## config.mk

```make
export PLATFORM = sky130hd
export DESIGN_NAME = pulse_peak_valley_detector_flat
export DESIGN_NICKNAME = d
export VERILOG_FILES = /design/src/sv/ppvd_pkg.sv /design/src/sv/ppvd_sample_if.sv /design/src/sv/ppvd_beat_if.sv /design/src/sv/pulse_peak_valley_detector.sv /design/src/flat_wrapper.sv
export SDC_FILE = /design/constraint.sdc
export NUM_CORES = 1
export LEC_CHECK = 0
export BUFFER_PORTS_ARGS = -buffer_cell sky130_fd_sc_hd__buf_2
export CAP_MARGIN = 40
export CORE_ASPECT_RATIO = 1.1
export CORE_MARGIN = 2
export CORE_UTILIZATION = 62
export DETAILED_ROUTE_END_ITERATION = 8
export GPL_ROUTABILITY_DRIVEN = 0
export PLACE_DENSITY_LB_ADDON = 0.3
export SETUP_SLACK_MARGIN = 0.5
export SYNTH_ARGS = -nofsm -noshare
export SYNTH_HDL_FRONTEND = slang
export SYNTH_SLANG_ARGS = --single-unit
```

## constraint.sdc

```tcl
create_clock -name clk -period 5.96 [get_ports clk]
set_input_delay 1.788 -clock clk [delete_from_list [all_inputs] [get_ports clk]]
set_output_delay 1.788 -clock clk [all_outputs]
set_load 0.1 [all_outputs]
```

## src/sv/ppvd_pkg.sv

```systemverilog
// ppvd_pkg: shared constants and phase type for the pulse peak/valley detector
// no dependencies; used by the stream interfaces and the top level

package ppvd_pkg;

	// sample width and derived limits
	localparam int SAMPLE_BITS = 12;
	localparam logic [SAMPLE_BITS-1:0] SAMPLE_MAX = {SAMPLE_BITS{1'b1}};

	// configuration register layout
	localparam int CFG_BITS = 4;
	localparam int CFG_IDX_BITS = 1;
	localparam logic [CFG_IDX_BITS-1:0] REG_CONFIRM_COUNT = 1'd0;
	localparam logic [CFG_IDX_BITS-1:0] REG_DROP_TENTHS = 1'd1;
	localparam logic [CFG_BITS-1:0] CONFIRM_COUNT_RST = 4'd3;
	localparam logic [CFG_BITS-1:0] DROP_TENTHS_RST = 4'd3;

	// confirmation counter wraps at this width
	localparam int CNT_BITS = 5;

	// width for the drop threshold compare: (sample+1)*10 against peak*tenths
	localparam int THR_BITS = SAMPLE_BITS + 5;
	localparam logic [THR_BITS-1:0] TENTHS_DIV = THR_BITS'(10);

	typedef enum logic [2:0] {
		PH_PEAK   = 3'd0,
		PH_FALL   = 3'd1,
		PH_WAIT   = 3'd2,
		PH_VALLEY = 3'd3,
		PH_RISE   = 3'd4
	} phase_t;

endpackage

```

## src/sv/ppvd_sample_if.sv

```systemverilog
// ppvd_sample_if: valid/ready channel carrying one pulse sample per request
// depends on ppvd_pkg for the sample width

interface ppvd_sample_if import ppvd_pkg::*; ();
	logic                   valid;
	logic                   ready;
	logic [SAMPLE_BITS-1:0] sample;

	modport source (output valid, output sample, input ready);
	modport sink (input valid, input sample, output ready);
endinterface

```

## src/sv/ppvd_beat_if.sv

```systemverilog
// ppvd_beat_if: valid/ready channel carrying one detector result per request
// depends on ppvd_pkg for the sample width

interface ppvd_beat_if import ppvd_pkg::*; ();
	logic                   valid;
	logic                   ready;
	logic                   beat_found;
	logic [SAMPLE_BITS-1:0] peak_value;
	logic [SAMPLE_BITS-1:0] valley_value;
	logic                   beat_indicator;

	modport source (output valid, output beat_found, output peak_value,
		output valley_value, output beat_indicator, input ready);
	modport sink (input valid, input beat_found, input peak_value,
		input valley_value, input beat_indicator, output ready);
endinterface

```

## src/sv/pulse_peak_valley_detector.sv

```systemverilog
// pulse_peak_valley_detector: per-sample peak/valley beat detector, top level
// depends on ppvd_pkg, ppvd_sample_if and ppvd_beat_if

// Each accepted sample produces exactly one result in the next cycle, and a new
// sample can be accepted every cycle: the whole phase update (peak/valley
// tracking, fall/rise confirmation and the drop threshold compare) is done in
// one step between the sample handshake and the result register. The result
// register only holds back new samples while its own result is stalled.
// The drop threshold peak*drop_tenths/10 is compared exactly as
// 10*(sample+1) <= peak*drop_tenths, so no divider is needed. Configuration
// writes (confirm_count, drop_tenths) take effect on the next sample.

module pulse_peak_valley_detector import ppvd_pkg::*; (
	input  logic                    clk,
	input  logic                    arst_n,
	input  logic                    write_en,
	input  logic [CFG_IDX_BITS-1:0] reg_index,
	input  logic [CFG_BITS-1:0]     write_data,
	ppvd_sample_if.sink             samples,
	ppvd_beat_if.source             beats
);

	// configuration registers
	logic [CFG_BITS-1:0] confirm_count_q;
	logic [CFG_BITS-1:0] drop_tenths_q;

	// detector state
	phase_t                 phase_q, phase_d;
	logic [SAMPLE_BITS-1:0] peak_q, peak_d;
	logic [SAMPLE_BITS-1:0] valley_q, valley_d;
	logic [SAMPLE_BITS-1:0] ref_q, ref_d;
	logic [CNT_BITS-1:0]    cnt_q, cnt_d;
	logic                   ind_q, ind_d;

	// result register
	logic                   out_valid_q;
	logic                   beat_q, beat_d;
	logic [SAMPLE_BITS-1:0] pk_out_q, pk_out_d;
	logic [SAMPLE_BITS-1:0] vl_out_q, vl_out_d;
	logic                   ind_out_q;

	logic                   accept;
	logic [SAMPLE_BITS-1:0] s;
	logic [CNT_BITS-1:0]    cnt_inc;
	logic                   cnt_hit;
	logic [THR_BITS-1:0]    scaled_s;
	logic [THR_BITS-1:0]    scaled_pk;
	logic                   below_thr;

	// handshake: take a sample whenever the result register is free or draining
	assign samples.ready = !out_valid_q || beats.ready;
	assign accept = samples.valid && samples.ready;
	assign s = samples.sample;

	assign beats.valid = out_valid_q;
	assign beats.beat_found = beat_q;
	assign beats.peak_value = pk_out_q;
	assign beats.valley_value = vl_out_q;
	assign beats.beat_indicator = ind_out_q;

	// configuration writes
	always_ff @(posedge clk or negedge arst_n) begin
		if (!arst_n) begin
			confirm_count_q <= CONFIRM_COUNT_RST;
			drop_tenths_q <= DROP_TENTHS_RST;
		end else if (write_en) begin
			case (reg_index)
				REG_CONFIRM_COUNT: confirm_count_q <= write_data;
				REG_DROP_TENTHS:   drop_tenths_q <= write_data;
				default: ;
			endcase
		end
	end

	// confirmation counter and drop threshold compare
	assign cnt_inc = cnt_q + CNT_BITS'(1);
	assign cnt_hit = (cnt_q == CNT_BITS'(confirm_count_q));
	assign scaled_s = (THR_BITS'(s) + THR_BITS'(1)) * TENTHS_DIV;
	assign scaled_pk = THR_BITS'(peak_q) * THR_BITS'(drop_tenths_q);
	assign below_thr = (scaled_s <= scaled_pk);

	// next state for one sample
	always_comb begin
		phase_d = phase_q;
		peak_d = peak_q;
		valley_d = valley_q;
		ref_d = ref_q;
		cnt_d = cnt_q;
		ind_d = ind_q;
		beat_d = 1'b0;
		pk_out_d = '0;
		vl_out_d = '0;
		case (phase_q)
			PH_FALL: begin
				if (ref_q >= s) begin
					ref_d = s;
					if (cnt_hit) begin
						phase_d = PH_WAIT;
						ind_d = 1'b1;
						ref_d = '0;
					end
				end else begin
					phase_d = PH_PEAK;
					peak_d = '0;
					ref_d = SAMPLE_MAX;
				end
				cnt_d = cnt_inc;
			end
			PH_WAIT: begin
				if (below_thr) begin
					phase_d = PH_VALLEY;
				end
			end
			PH_VALLEY: begin
				if (valley_q >= s) begin
					valley_d = s;
				end else begin
					phase_d = PH_RISE;
					cnt_d = '0;
				end
			end
			PH_RISE: begin
				if (ref_q <= s) begin
					ref_d = s;
					if (cnt_hit) begin
						phase_d = PH_PEAK;
						ind_d = 1'b0;
						beat_d = 1'b1;
						pk_out_d = peak_q;
						vl_out_d = valley_q;
						peak_d = '0;
						valley_d = SAMPLE_MAX;
						ref_d = SAMPLE_MAX;
					end
				end else begin
					phase_d = PH_VALLEY;
					valley_d = SAMPLE_MAX;
					ref_d = '0;
				end
				cnt_d = cnt_inc;
			end
			default: begin
				phase_d = PH_PEAK;
				if (peak_q <= s) begin
					peak_d = s;
				end else begin
					phase_d = PH_FALL;
				end
				cnt_d = '0;
			end
		endcase
	end

	// state update on each accepted sample
	always_ff @(posedge clk or negedge arst_n) begin
		if (!arst_n) begin
			phase_q <= PH_PEAK;
			peak_q <= '0;
			valley_q <= SAMPLE_MAX;
			ref_q <= SAMPLE_MAX;
			cnt_q <= '0;
			ind_q <= 1'b0;
		end else if (accept) begin
			phase_q <= phase_d;
			peak_q <= peak_d;
			valley_q <= valley_d;
			ref_q <= ref_d;
			cnt_q <= cnt_d;
			ind_q <= ind_d;
		end
	end

	// result valid flag
	always_ff @(posedge clk or negedge arst_n) begin
		if (!arst_n) begin
			out_valid_q <= 1'b0;
		end else if (accept) begin
			out_valid_q <= 1'b1;
		end else if (beats.ready) begin
			out_valid_q <= 1'b0;
		end
	end

	// result payload
	always_ff @(posedge clk) begin
		if (accept) begin
			beat_q <= beat_d;
			pk_out_q <= pk_out_d;
			vl_out_q <= vl_out_d;
			ind_out_q <= ind_d;
		end
	end

	// indicator is high exactly in the phases after a confirmed fall
	a_ind_phase: assert property (@(posedge clk) disable iff (!arst_n)
		ind_q == (phase_q == PH_WAIT || phase_q == PH_VALLEY || phase_q == PH_RISE))
		else $error("indicator out of step with phase");

	// a beat clears the indicator in the same result
	a_beat_clears_ind: assert property (@(posedge clk) disable iff (!arst_n)
		(beats.valid && beats.beat_found) |-> !beats.beat_indicator)
		else $error("beat reported with indicator still set");

	// only a sample taken during rise confirmation can complete a beat
	a_beat_from_rise: assert property (@(posedge clk) disable iff (!arst_n)
		(accept && phase_q != PH_RISE) |=> !beats.beat_found)
		else $error("beat outside rise confirmation");

endmodule

```

## src/flat_wrapper.sv

```systemverilog
// flat-port wrapper written by rule: the top's interface ports become plain ports
module pulse_peak_valley_detector_flat import ppvd_pkg::*;
  (clk, arst_n, write_en, reg_index, write_data, samples_valid, samples_sample, samples_ready, beats_valid, beats_beat_found, beats_peak_value, beats_valley_value, beats_beat_indicator, beats_ready);
  ppvd_sample_if samples_i ();
  ppvd_beat_if beats_i ();
  input  logic clk;
  input  logic arst_n;
  input  logic write_en;
  input  logic [CFG_IDX_BITS-1:0] reg_index;
  input  logic [CFG_BITS-1:0] write_data;
  input wire logic [$bits(samples_i.valid)-1:0] samples_valid;
  input wire logic [$bits(samples_i.sample)-1:0] samples_sample;
  output wire logic [$bits(samples_i.ready)-1:0] samples_ready;
  output wire logic [$bits(beats_i.valid)-1:0] beats_valid;
  output wire logic [$bits(beats_i.beat_found)-1:0] beats_beat_found;
  output wire logic [$bits(beats_i.peak_value)-1:0] beats_peak_value;
  output wire logic [$bits(beats_i.valley_value)-1:0] beats_valley_value;
  output wire logic [$bits(beats_i.beat_indicator)-1:0] beats_beat_indicator;
  input wire logic [$bits(beats_i.ready)-1:0] beats_ready;
  assign samples_i.valid = samples_valid;
  assign samples_i.sample = samples_sample;
  assign samples_ready = samples_i.ready;
  assign beats_valid = beats_i.valid;
  assign beats_beat_found = beats_i.beat_found;
  assign beats_peak_value = beats_i.peak_value;
  assign beats_valley_value = beats_i.valley_value;
  assign beats_beat_indicator = beats_i.beat_indicator;
  assign beats_i.ready = beats_ready;
  pulse_peak_valley_detector u_core (.clk(clk), .arst_n(arst_n), .write_en(write_en), .reg_index(reg_index), .write_data(write_data), .samples(samples_i), .beats(beats_i));
endmodule
```

# After elaboration in Yosys (flattened, before gate mapping)
# Index checks and enable logic that the tools add are counted.
# totals
register_bits	80
output_inout_bits	28
# classes
n_addsub	2
mul	2
order_cmp	5
n_eq_ne	13
n_mux	32
n_bitwise	3
reduce_logical	18
# ops
cell	n
12-bit 2-to-1 mux	11
12-bit one-hot mux with 2 select lines	2
12-bit one-hot mux with 3 select lines	1
12-bit greater-or-equal comparator	2
12-bit <= comparator	2
3-bit 2-to-1 mux	6
17-bit by 16-bit <= comparator with 1-bit output	1
17-bit by 3-bit multiplier with 16-bit output (second input constant)	1
12-bit by 4-bit multiplier with 16-bit output	1
5-bit one-hot mux with 3 select lines	1
12-bit by 1-bit adder with 13-bit output (second input constant)	1
3-bit one-hot mux with 4 select lines	1
1-bit 2-to-1 mux	8
2-bit by 1-bit != test with 1-bit output (second input constant)	4
2-bit AND reduction	4
3-bit by 2-bit equality test with 1-bit output (second input constant)	2
3-bit by 2-bit != test with 1-bit output (second input constant)	2
3-bit AND reduction	2
6-bit AND reduction	1
2-bit nonzero test	3
5-bit by 1-bit adder with 5-bit output (second input constant)	1
5-bit by 4-bit equality test with 1-bit output	1
5-bit 2-to-1 mux	1
5-bit AND reduction	1
other kinds (11)	15

# Depth between registers and ports, before layout
# Gate-level depths: netlist (run 1).
# depth
word_depth	5
ltp_mapped	21

# Worst setup path after synthesis (run 1)
# Ideal clock, no wire load.
# synth_timing
path_kind	input port to flip-flop
start	input port samples_sample[2]
end	register u_core.phase_q[0]
setup_time_ns	0.094
arrival_time_ns	5.548
slack_ns	0.318
stages	18
path_cell_list	clkbuf_1 -> nand3_1 -> xnor2_1 -> ha_1 -> ha_1 -> fa_1 -> a211o_1 -> o211ai_1 -> a21oi_1 -> or4_1 -> a31oi_1 -> xnor2_1 -> ha_1 -> a2111oi_0 -> nand2_1 -> nor3_1 -> nor4_1 -> a221oi_2
# synth_between
elab_chain_len	5
elab_cells_between_ends	16
cone_classes	add/sub: 1; mul: 1; order compare: 5; eq/ne: 4; mux: 4; reduce/logical: 1
# synth_rtl
element	line	text
start: declaration	flat_wrapper.sv:12	input wire logic [$bits(samples_i.sample)-1:0] samples_sample;
12-bit by 1-bit adder with 13-bit output	pulse_peak_valley_detector.sv:78	assign scaled_s = (THR_BITS'(s) + THR_BITS'(1)) * TENTHS_DIV;
17-bit by 3-bit multiplier with 16-bit output	pulse_peak_valley_detector.sv:78	
17-bit by 16-bit <= comparator with 1-bit output	pulse_peak_valley_detector.sv:80	assign below_thr = (scaled_s <= scaled_pk);
2-bit by 1-bit != test with 1-bit output (no line)	--	
5-bit AND reduction (no line)	--	
end signal: assignment	pulse_peak_valley_detector.sv:164	phase_q <= phase_d;
end: declaration	pulse_peak_valley_detector.sv:28	phase_t phase_q, phase_d;
# Parallel ways exist; a longest one is shown, timed or not.
# A chain may end at the register's enable or synchronous reset.

# Final worst setup path (run 1)
# layout_timing
start	input port samples_sample[0]
end	register u_core.phase_q[0]
# The elaborated chain is that of the path after synthesis.

==> flow_summary_export.csv, run 1 <==
group,metric,value,unit
status,run_status,"completed",
synthesis,yosys-top-cells-area,"ha_1 17%, edfxtp_1 11%, dfstp_2 11%",
setup_path,crit_path_start,"samples_sample[0]",
setup_path,rr_startpoint,"u_core.drop_tenths_q[3]",
synthesis,synth_seq_cells,80,
global_route,grtUsageMet2,54.3,%
synthesis,synth_cell_type_count,61,
global_route,grt_pass1_wl,28100,um
sta,relSlewSlack,40.3,%
setup_path,r2r_end,"u_core.phase_q[0]",
clock_network,clk_path_buf_depth,2,
clock_network,clock_latency,0.34,ns
setup_path,worstSetupEndpointType,"flip-flop",
drt,routed_wirelength,17400,um
hold_path,hp-class,"flip-flop to flip-flop",
floorplanning,io_pins,50,
clock_network,clk_pin_slew,0.06,ns
cells_and_area,final_common_cell,"ha_1",
clock_network,cts_buffers,9,
drt,wl_per_cell,18.8,um
setup_path,start_kind,"primary input",
floorplanning,start_util,63.2,%
setup_path,worst-path-stages,19,
setup_path,crit_buf_inv,1,
cells_and_area,antenna_cells,0,
sta,max_slew.worst_pin.slew,0.895,ns
synthesis,syn_avg_cell_area,9.54,sq um
cells_and_area,multi_input_area,0.00450,sq mm
setup_path,reg2reg_depth,19,
cells_and_area,fin_nets,912,
global_route,grt_pass1_vias,5968,
drt,viasPerCell,6.19,
synthesis,async_reset_ff_share,67.5,%
clock_network,hold_buffers,0,
placement,hpwl,13000,um
sta,fin_skew,0.00655,ns
global_route,grt_use_met3,3.87,%
synthesis,yosysTopAreaCellShare,17.3,%
placement,dp_slack,0.0193,ns
setup_path,worst-path-max-fanout,6,
drt,firstDrtPassIters,5,
synthesis,synth_ff_type,"dfstp_2",
job,maxCapViolCount,0,
setup_path,reg2reg_slack,0.96,ns
power_and_ir_drop,switching_share,46.7,%
synthesis,ys_warn_count,0,
synthesis,synth_area,0.00687,sq mm
synthesis,seq_area_frac_synth,31.5,%
drt,drc,0,
sta,setup_ws,0.543,ns
sta,hold_viol_final,0,
drt,vias,5732,
global_route,met1_usage,34.6,%
synthesis,synth_top_cell_by_area,"ha_1",
floorplanning,rows,40,
placement,dp_cells,905,
synthesis,syn-instance-count,720,
sta,finalCriticalPeriod,5.42,ns
hold_path,holdCritStartpoint,"u_core.ref_q[0]",
global_route,busiest_layer,"met2",
cells_and_area,final_cell_mix,"91 x ha_1, 74 x inv_1, 68 x nand2_1, 56 x and2_1, 46 x buf_2",
cells_and_area,layout.area.seq,0.00217,sq mm
global_route,grt_max_degree,55,
global_route,overflow,0,
cells_and_area,fill_cells,780,
floorplanning,floorplan.core_area,0.0109,sq mm
sta,max_freq,185,MHz
synthesis,synth_edf_count,26,
power_and_ir_drop,p_seq_share,24.1,%
clock_network,htreeDepth,3,
floorplanning,die-area,0.0119,sq mm
global_route,grt_usage,29.6,%
power_and_ir_drop,power.switching,1960,uW
setup_path,path_delay_family,"compound AO/OA/AOI/OAI gates",
clock_network,cts_root_buf,"clkbuf_16",
setup_path,path_common_cell,"ha_1",
power_and_ir_drop,total_power,4200,uW
power_and_ir_drop,leakage,0.00370,uW
sta,rsz0062_at_grt,"true",
setup_path,crit_end,"u_core.phase_q[0]",
setup_path,cp.required,6.21,ns
cells_and_area,final_cells,926,
drt,drt_iter0_markers,413,
floorplanning,die_w,104,um
clock_network,cts_tree,"done",
power_and_ir_drop,internal_power,2240,uW
power_and_ir_drop,p_per_area,537,mW/mm^2
power_and_ir_drop,combPwrFrac,61.1,%
sta,finalSetupViolCount,0,
sta,fin_setup_tns,0,ns
setup_path,critical_path_class,"primary input to flip-flop",
setup_path,cp.arrival,5.67,ns
drt,antenna_left,0,
sta,post-route-period-util,90.9,%
hold_path,worstHoldPathCells,2,
cells_and_area,drive_gt1_share,19.9,%
clock_network,cts.sinks,80,
cells_and_area,area_growth,13.9,%
sta,report.final.slew_viol_count,0,
global_route,antenna_found_initial,0,
setup_path,path_cells,"clkbuf_4 -> ha_4 -> nand3_2 -> nor3_4 -> xnor2_2 -> ha_1 -> ha_2 -> a211o_1 -> o211ai_1 -> a21oi_2 -> or4_1 -> a31oi_2 -> xnor2_1 -> ha_1 -> a2111oi_2 -> nand2_1 -> nor3_2 -> nor4_1 -> a221oi_2",
setup_path,slowest_delay,0.42,ns
floorplanning,die_y,114,um
power_and_ir_drop,clkPwrFrac,14.8,%
power_and_ir_drop,ir_drop,0.338,mV
setup_path,cpMaxStageDelayCell,"or4_1",
placement,port_buffers,49,
synthesis,syn_nets,858,
area by class of cell:
class | instances | share of cell area [%]
inverter | 75 | 3.65
tap | 147 | 2.35
clock buffer | 9 | 2.88
multi-input combinational | 546 | 57.5
clock inverter | 7 | 1.41
sequential | 80 | 27.7
timing repair buffer | 62 | 4.48
cells by family after synthesis:
group	share of synthesized area, %
AO/OA/AOI/OAI	14.0
XOR/XNOR	4.21
adder cells (fa/ha/maj)	23.4
buffers and inverters	5.26
flip-flops	31.5
multiplexers	3.53
AND/OR/NAND/NOR	18.1
sequential cells by signal, summed over array words and instances, names as in the netlist:
signal and flops:
u_core.beats.valley_value 12, u_core.peak_q 12, u_core.beats.beat_indicator 1, u_core.ref_q 12
u_core.beats.valid 1, u_core.beats.peak_value 12, u_core.confirm_count_q 4, u_core.drop_tenths_q 4
u_core.beats.beat_found 1, u_core.valley_q 12, u_core.ind_q 1, u_core.cnt_q 5
u_core.phase_q 3
stage by stage:
step / hold WS (ns) / cell area (sq um) / util, %
detailed placement: 0.466 / 7290 / 67.2
global placement: 0.460 / 7290 / 67.1
global route: 0.501 / 7830 / 72.1
finish: 0.474 / 7830 / 72.1
floorplan: 0.451 / 6890 / -
CTS: 0.476 / 7660 / 70.6
synth_stat cells (5+ instances only):
| cell type | instances |
|---|---|
| a21o_1 | 6 |
| a21oi_1 | 29 |
| and2_1 | 56 |
| clkbuf_1 | 17 |
| dfrtp_1 | 26 |
| dfstp_2 | 28 |
| edfxtp_1 | 26 |
| fa_1 | 21 |
| ha_1 | 95 |
| inv_1 | 75 |
| mux2_2 | 10 |
| mux2i_1 | 13 |
| nand2_1 | 68 |
| nand2b_1 | 11 |
| nand3_1 | 15 |
| nand4_1 | 13 |
| nor2_1 | 38 |
| nor2b_1 | 7 |
| nor3_1 | 12 |
| o21a_1 | 5 |
| o21ai_0 | 23 |
| o22a_1 | 13 |
| o31ai_1 | 17 |
| xnor2_1 | 21 |
| xor2_1 | 12 |
worst min-delay path by stage:
stage,to,slack [ns]
after floorplan,u_core.ref_q[0],0.45
after global placement,u_core.ref_q[0],0.46
after detailed placement,u_core.ref_q[0],0.47
after CTS,u_core.ref_q[0],0.48
after global routing,u_core.ref_q[7],0.50
final,u_core.ref_q[0],0.47
repair_timing:
action	4_1_cts	5_1_grt
resized for setup	7	23
setup endpoints to repair	1	1
gates cloned	0	0
pin swaps	0	8
setup buffers	0	5
routing by layer:
layer / vias to the layer above / share of wire (%) / routed length (um)
li1: 2640 / - / -
met4: 0 / 4.1 / 720
met2: 217 / 51 / 8870
met3: 64 / 5.4 / 942
met5: - / 0 / 0
met1: 2811 / 40 / 6890
power by group through the flow:
stage / Sequential (uW) / Combinational, uW / Clock, uW
6_report: 1010 / 2570 / 622
5_1_grt: 1030 / 2930 / 640
4_1_cts: 1000 / 2530 / 621
3_5_place_dp: 1010 / 2490 / 0
3_3_place_gp: 1000 / 2340 / 0
2_1_floorplan: 971 / 1900 / 0
worst reg2reg max path: stages, from the launching register on:
cell	delay, ns
dfrtp_1	0.52
and2_1	0.25
fa_1	0.53
inv_1	0.05
fa_1	0.53
inv_1	0.04
ha_1	0.33
nor2b_1	0.15
o21a_1	0.18
o21ai_0	0.27
a221oi_1	0.16
a41o_1	0.30
o41ai_1	0.31
xor2_1	0.22
ha_1	0.29
a2111oi_2	0.31
nand2_1	0.11
nor3_2	0.11
nor4_1	0.08
a221oi_2	0.17
(Power assumes the default switching activity.)
==> run 2: changes to the inputs <==
--- a/config.mk
+++ b/config.mk
@@ -12,7 +12,7 @@
 export CORE_UTILIZATION = 62
 export DETAILED_ROUTE_END_ITERATION = 8
 export GPL_ROUTABILITY_DRIVEN = 0
-export PLACE_DENSITY_LB_ADDON = 0.3
+export PLACE_DENSITY = 0.82
 export SETUP_SLACK_MARGIN = 0.5
 export SYNTH_ARGS = -nofsm -noshare
 export SYNTH_HDL_FRONTEND = slang
==> run 2 against run 1 <==
  * Critical path depth down 2
  * Final cell count rose by 1.9%
  * Non-clock buffer count is 18 higher
  * Register-to-register slack got worse by 0.06 ns
  * Sequential power hardly changed
  * Sequential share of layout area fell by 1.4 points
  * Clock skew up 0.0043 ns
  * Maximum frequency down 2.2%
  * Worst hold slack about the same
  * Count of clock-buffer cells in the layout up 1
  * First-iteration DRC count is 62% higher
  * Critical path type unchanged
  * Critical endpoint unchanged
  * Largest cell class unchanged
  * Highest routed layer unchanged
==> flow_summary_export.csv, run 2 (synthesis gave the netlist of run 1 again) <==
group,metric,value,unit
sta,max_freq,180,MHz
floorplanning,die-area,0.0119,sq mm
clock_network,clk_pin_slew,0.06,ns
job,maxCapViolCount,0,
cells_and_area,fill_cells,690,
sta,relSlewSlack,37.4,%
cells_and_area,antenna_cells,0,
sta,finalCriticalPeriod,5.54,ns
clock_network,htreeDepth,3,
clock_network,cts_buffers,9,
global_route,grt_usage,30.3,%
global_route,overflow,0,
clock_network,cts.sinks,80,
floorplanning,floorplan.core_area,0.0109,sq mm
setup_path,cp.arrival,5.80,ns
floorplanning,rows,40,
setup_path,critical_path_class,"primary input to flip-flop",
drt,firstDrtPassIters,6,
drt,viasPerCell,6.50,
setup_path,worstSetupEndpointType,"flip-flop",
sta,fin_setup_tns,0,ns
drt,wl_per_cell,21.3,um
drt,drc,0,
sta,fin_skew,0.0108,ns
floorplanning,io_pins,50,
placement,dp_cells,906,
cells_and_area,drive_gt1_share,24.2,%
drt,antenna_left,0,
clock_network,clk_path_buf_depth,2,
global_route,grt_pass1_wl,28700,um
global_route,grt_max_degree,55,
power_and_ir_drop,p_per_area,532,mW/mm^2
sta,hold_viol_final,0,
drt,drt_iter0_markers,670,
clock_network,cts_tree,"done",
sta,finalSetupViolCount,0,
cells_and_area,stdcell_area,0.00824,sq mm
clock_network,cts_root_buf,"clkbuf_16",
placement,port_buffers,49,
sta,post-route-period-util,93.0,%
setup_path,worst-path-max-fanout,5,
cells_and_area,final_util,75.9,%
sta,report.final.slew_viol_count,0,
floorplanning,die_w,104,um
cells_and_area,final_cell_mix,"82 x ha_1, 73 x inv_1, 68 x nand2_1, 56 x and2_1, 44 x buf_2",
global_route,grt_pass1_vias,5840,
clock_network,hold_buffers,0,
cells_and_area,final_cells,944,
floorplanning,start_util,63.2,%
setup_path,start_kind,"primary input",
global_route,antenna_found_initial,0,
status,run_status,"completed",
drt,vias,6132,
power_and_ir_drop,ir_drop,0.325,mV
placement,hpwl,13000,um
setup_path,cp.required,6.22,ns
floorplanning,die_y,114,um
power_and_ir_drop,leakage,0.00382,uW
cells_and_area,fin_nets,930,
sta,rsz0062_at_grt,"true",
cells_and_area,area_growth,19.9,%
cells_and_area,final_common_cell,"ha_1",
sta,max_slew.worst_pin.slew,0.939,ns
hold_path,hp-class,"flip-flop to flip-flop",
clock_network,clock_latency,0.34,ns
drt,routed_wirelength,20100,um
placement,dpl_cell_area,0.00730,sq mm
run 2: cell types whose count changed in the layout (fill, tap and decap cells not counted), moves of 2 or more:
cell and change:
buf_6 +3, clkbuf_4 -2, ha_1 -9, clkinvlp_4 +2, inv_6 -3, buf_12 +2
xnor2_4 +3, xnor2_1 -2, buf_2 -2, nand3_4 +2, clkinv_4 +2, buf_4 +17
ha_4 +9
run 2: power by group:
group / switching (uW) / total (uW) / internal [uW]
logic: 1580 / 2750 / 1170
registers: 231 / 1020 / 789
clock network: 234 / 614 / 380
total: 2040 / 4380 / 2340
run 2: worst paths after layout:
path,cells after the start,slack [ns],start,end
setup / recovery,17,0.42,samples_sample[8],u_core.phase_q[0]
hold / removal,2,0.47,u_core.ref_q[0],u_core.ref_q[0]
setup reg to reg,19,0.90,u_core.drop_tenths_q[3],u_core.phase_q[0]
hold reg to reg,2,0.47,u_core.ref_q[0],u_core.ref_q[0]
max in group asynchronous,2,3.90,arst_n,u_core.peak_q[1]
min in group asynchronous,2,1.58,arst_n,u_core.beats.valid
run 2: layer usage:
| metal | part of all wire [%] | GRT usage (%) | up-vias |
|---|---|---|---|
| met5 | 0 | 0 | - |
| met4 | 6.8 | 13.2 | 0 |
| met3 | 7.8 | 4.84 | 128 |
| met2 | 49 | 53.8 | 373 |
| met1 | 36 | 36.6 | 2951 |
| li1 | - | - | 2680 |
run 2: stage by stage:
step                      power, uW  setup WS (ns)  hold WS (ns)
after floorplan                2870          0.533         0.451
after global placement         3320          0.170         0.461
after detailed placement       3460        0.00813         0.465
after CTS                      4120          0.503         0.472
after global routing           4750          0.217         0.495
final                          4380          0.419         0.474
run 2: timing repair:
item	in CTS	in global routing
endpoints found under the setup margin	1	1
pin swaps	0	25
resized for setup	7	65
buffers inserted	0	22
run 2: area by class of cell:
cell class | instances | area, sq um | area share [%]
sequential | 80 | 2170 | 26.3
multi-input combinational | 546 | 4740 | 57.5
inverter | 75 | 289 | 3.51
clock inverter | 6 | 92.6 | 1.12
timing repair buffer | 80 | 527 | 6.39
tap | 147 | 184 | 2.23
clock buffer | 10 | 239 | 2.90
run 2: worst max-delay path, stage by stage:
cell	delay (ns)
buf_2	0.20
inv_1	0.14
nor3_2	0.44
and3_1	0.26
nand2_1	0.09
xnor2_1	0.30
ha_1	0.31
ha_1	0.27
or4_4	0.51
a31oi_4	0.24
xnor2_2	0.16
ha_4	0.24
a2111oi_4	0.33
nand2_1	0.10
nor3_2	0.20
nor4_2	0.06
a221oi_2	0.16
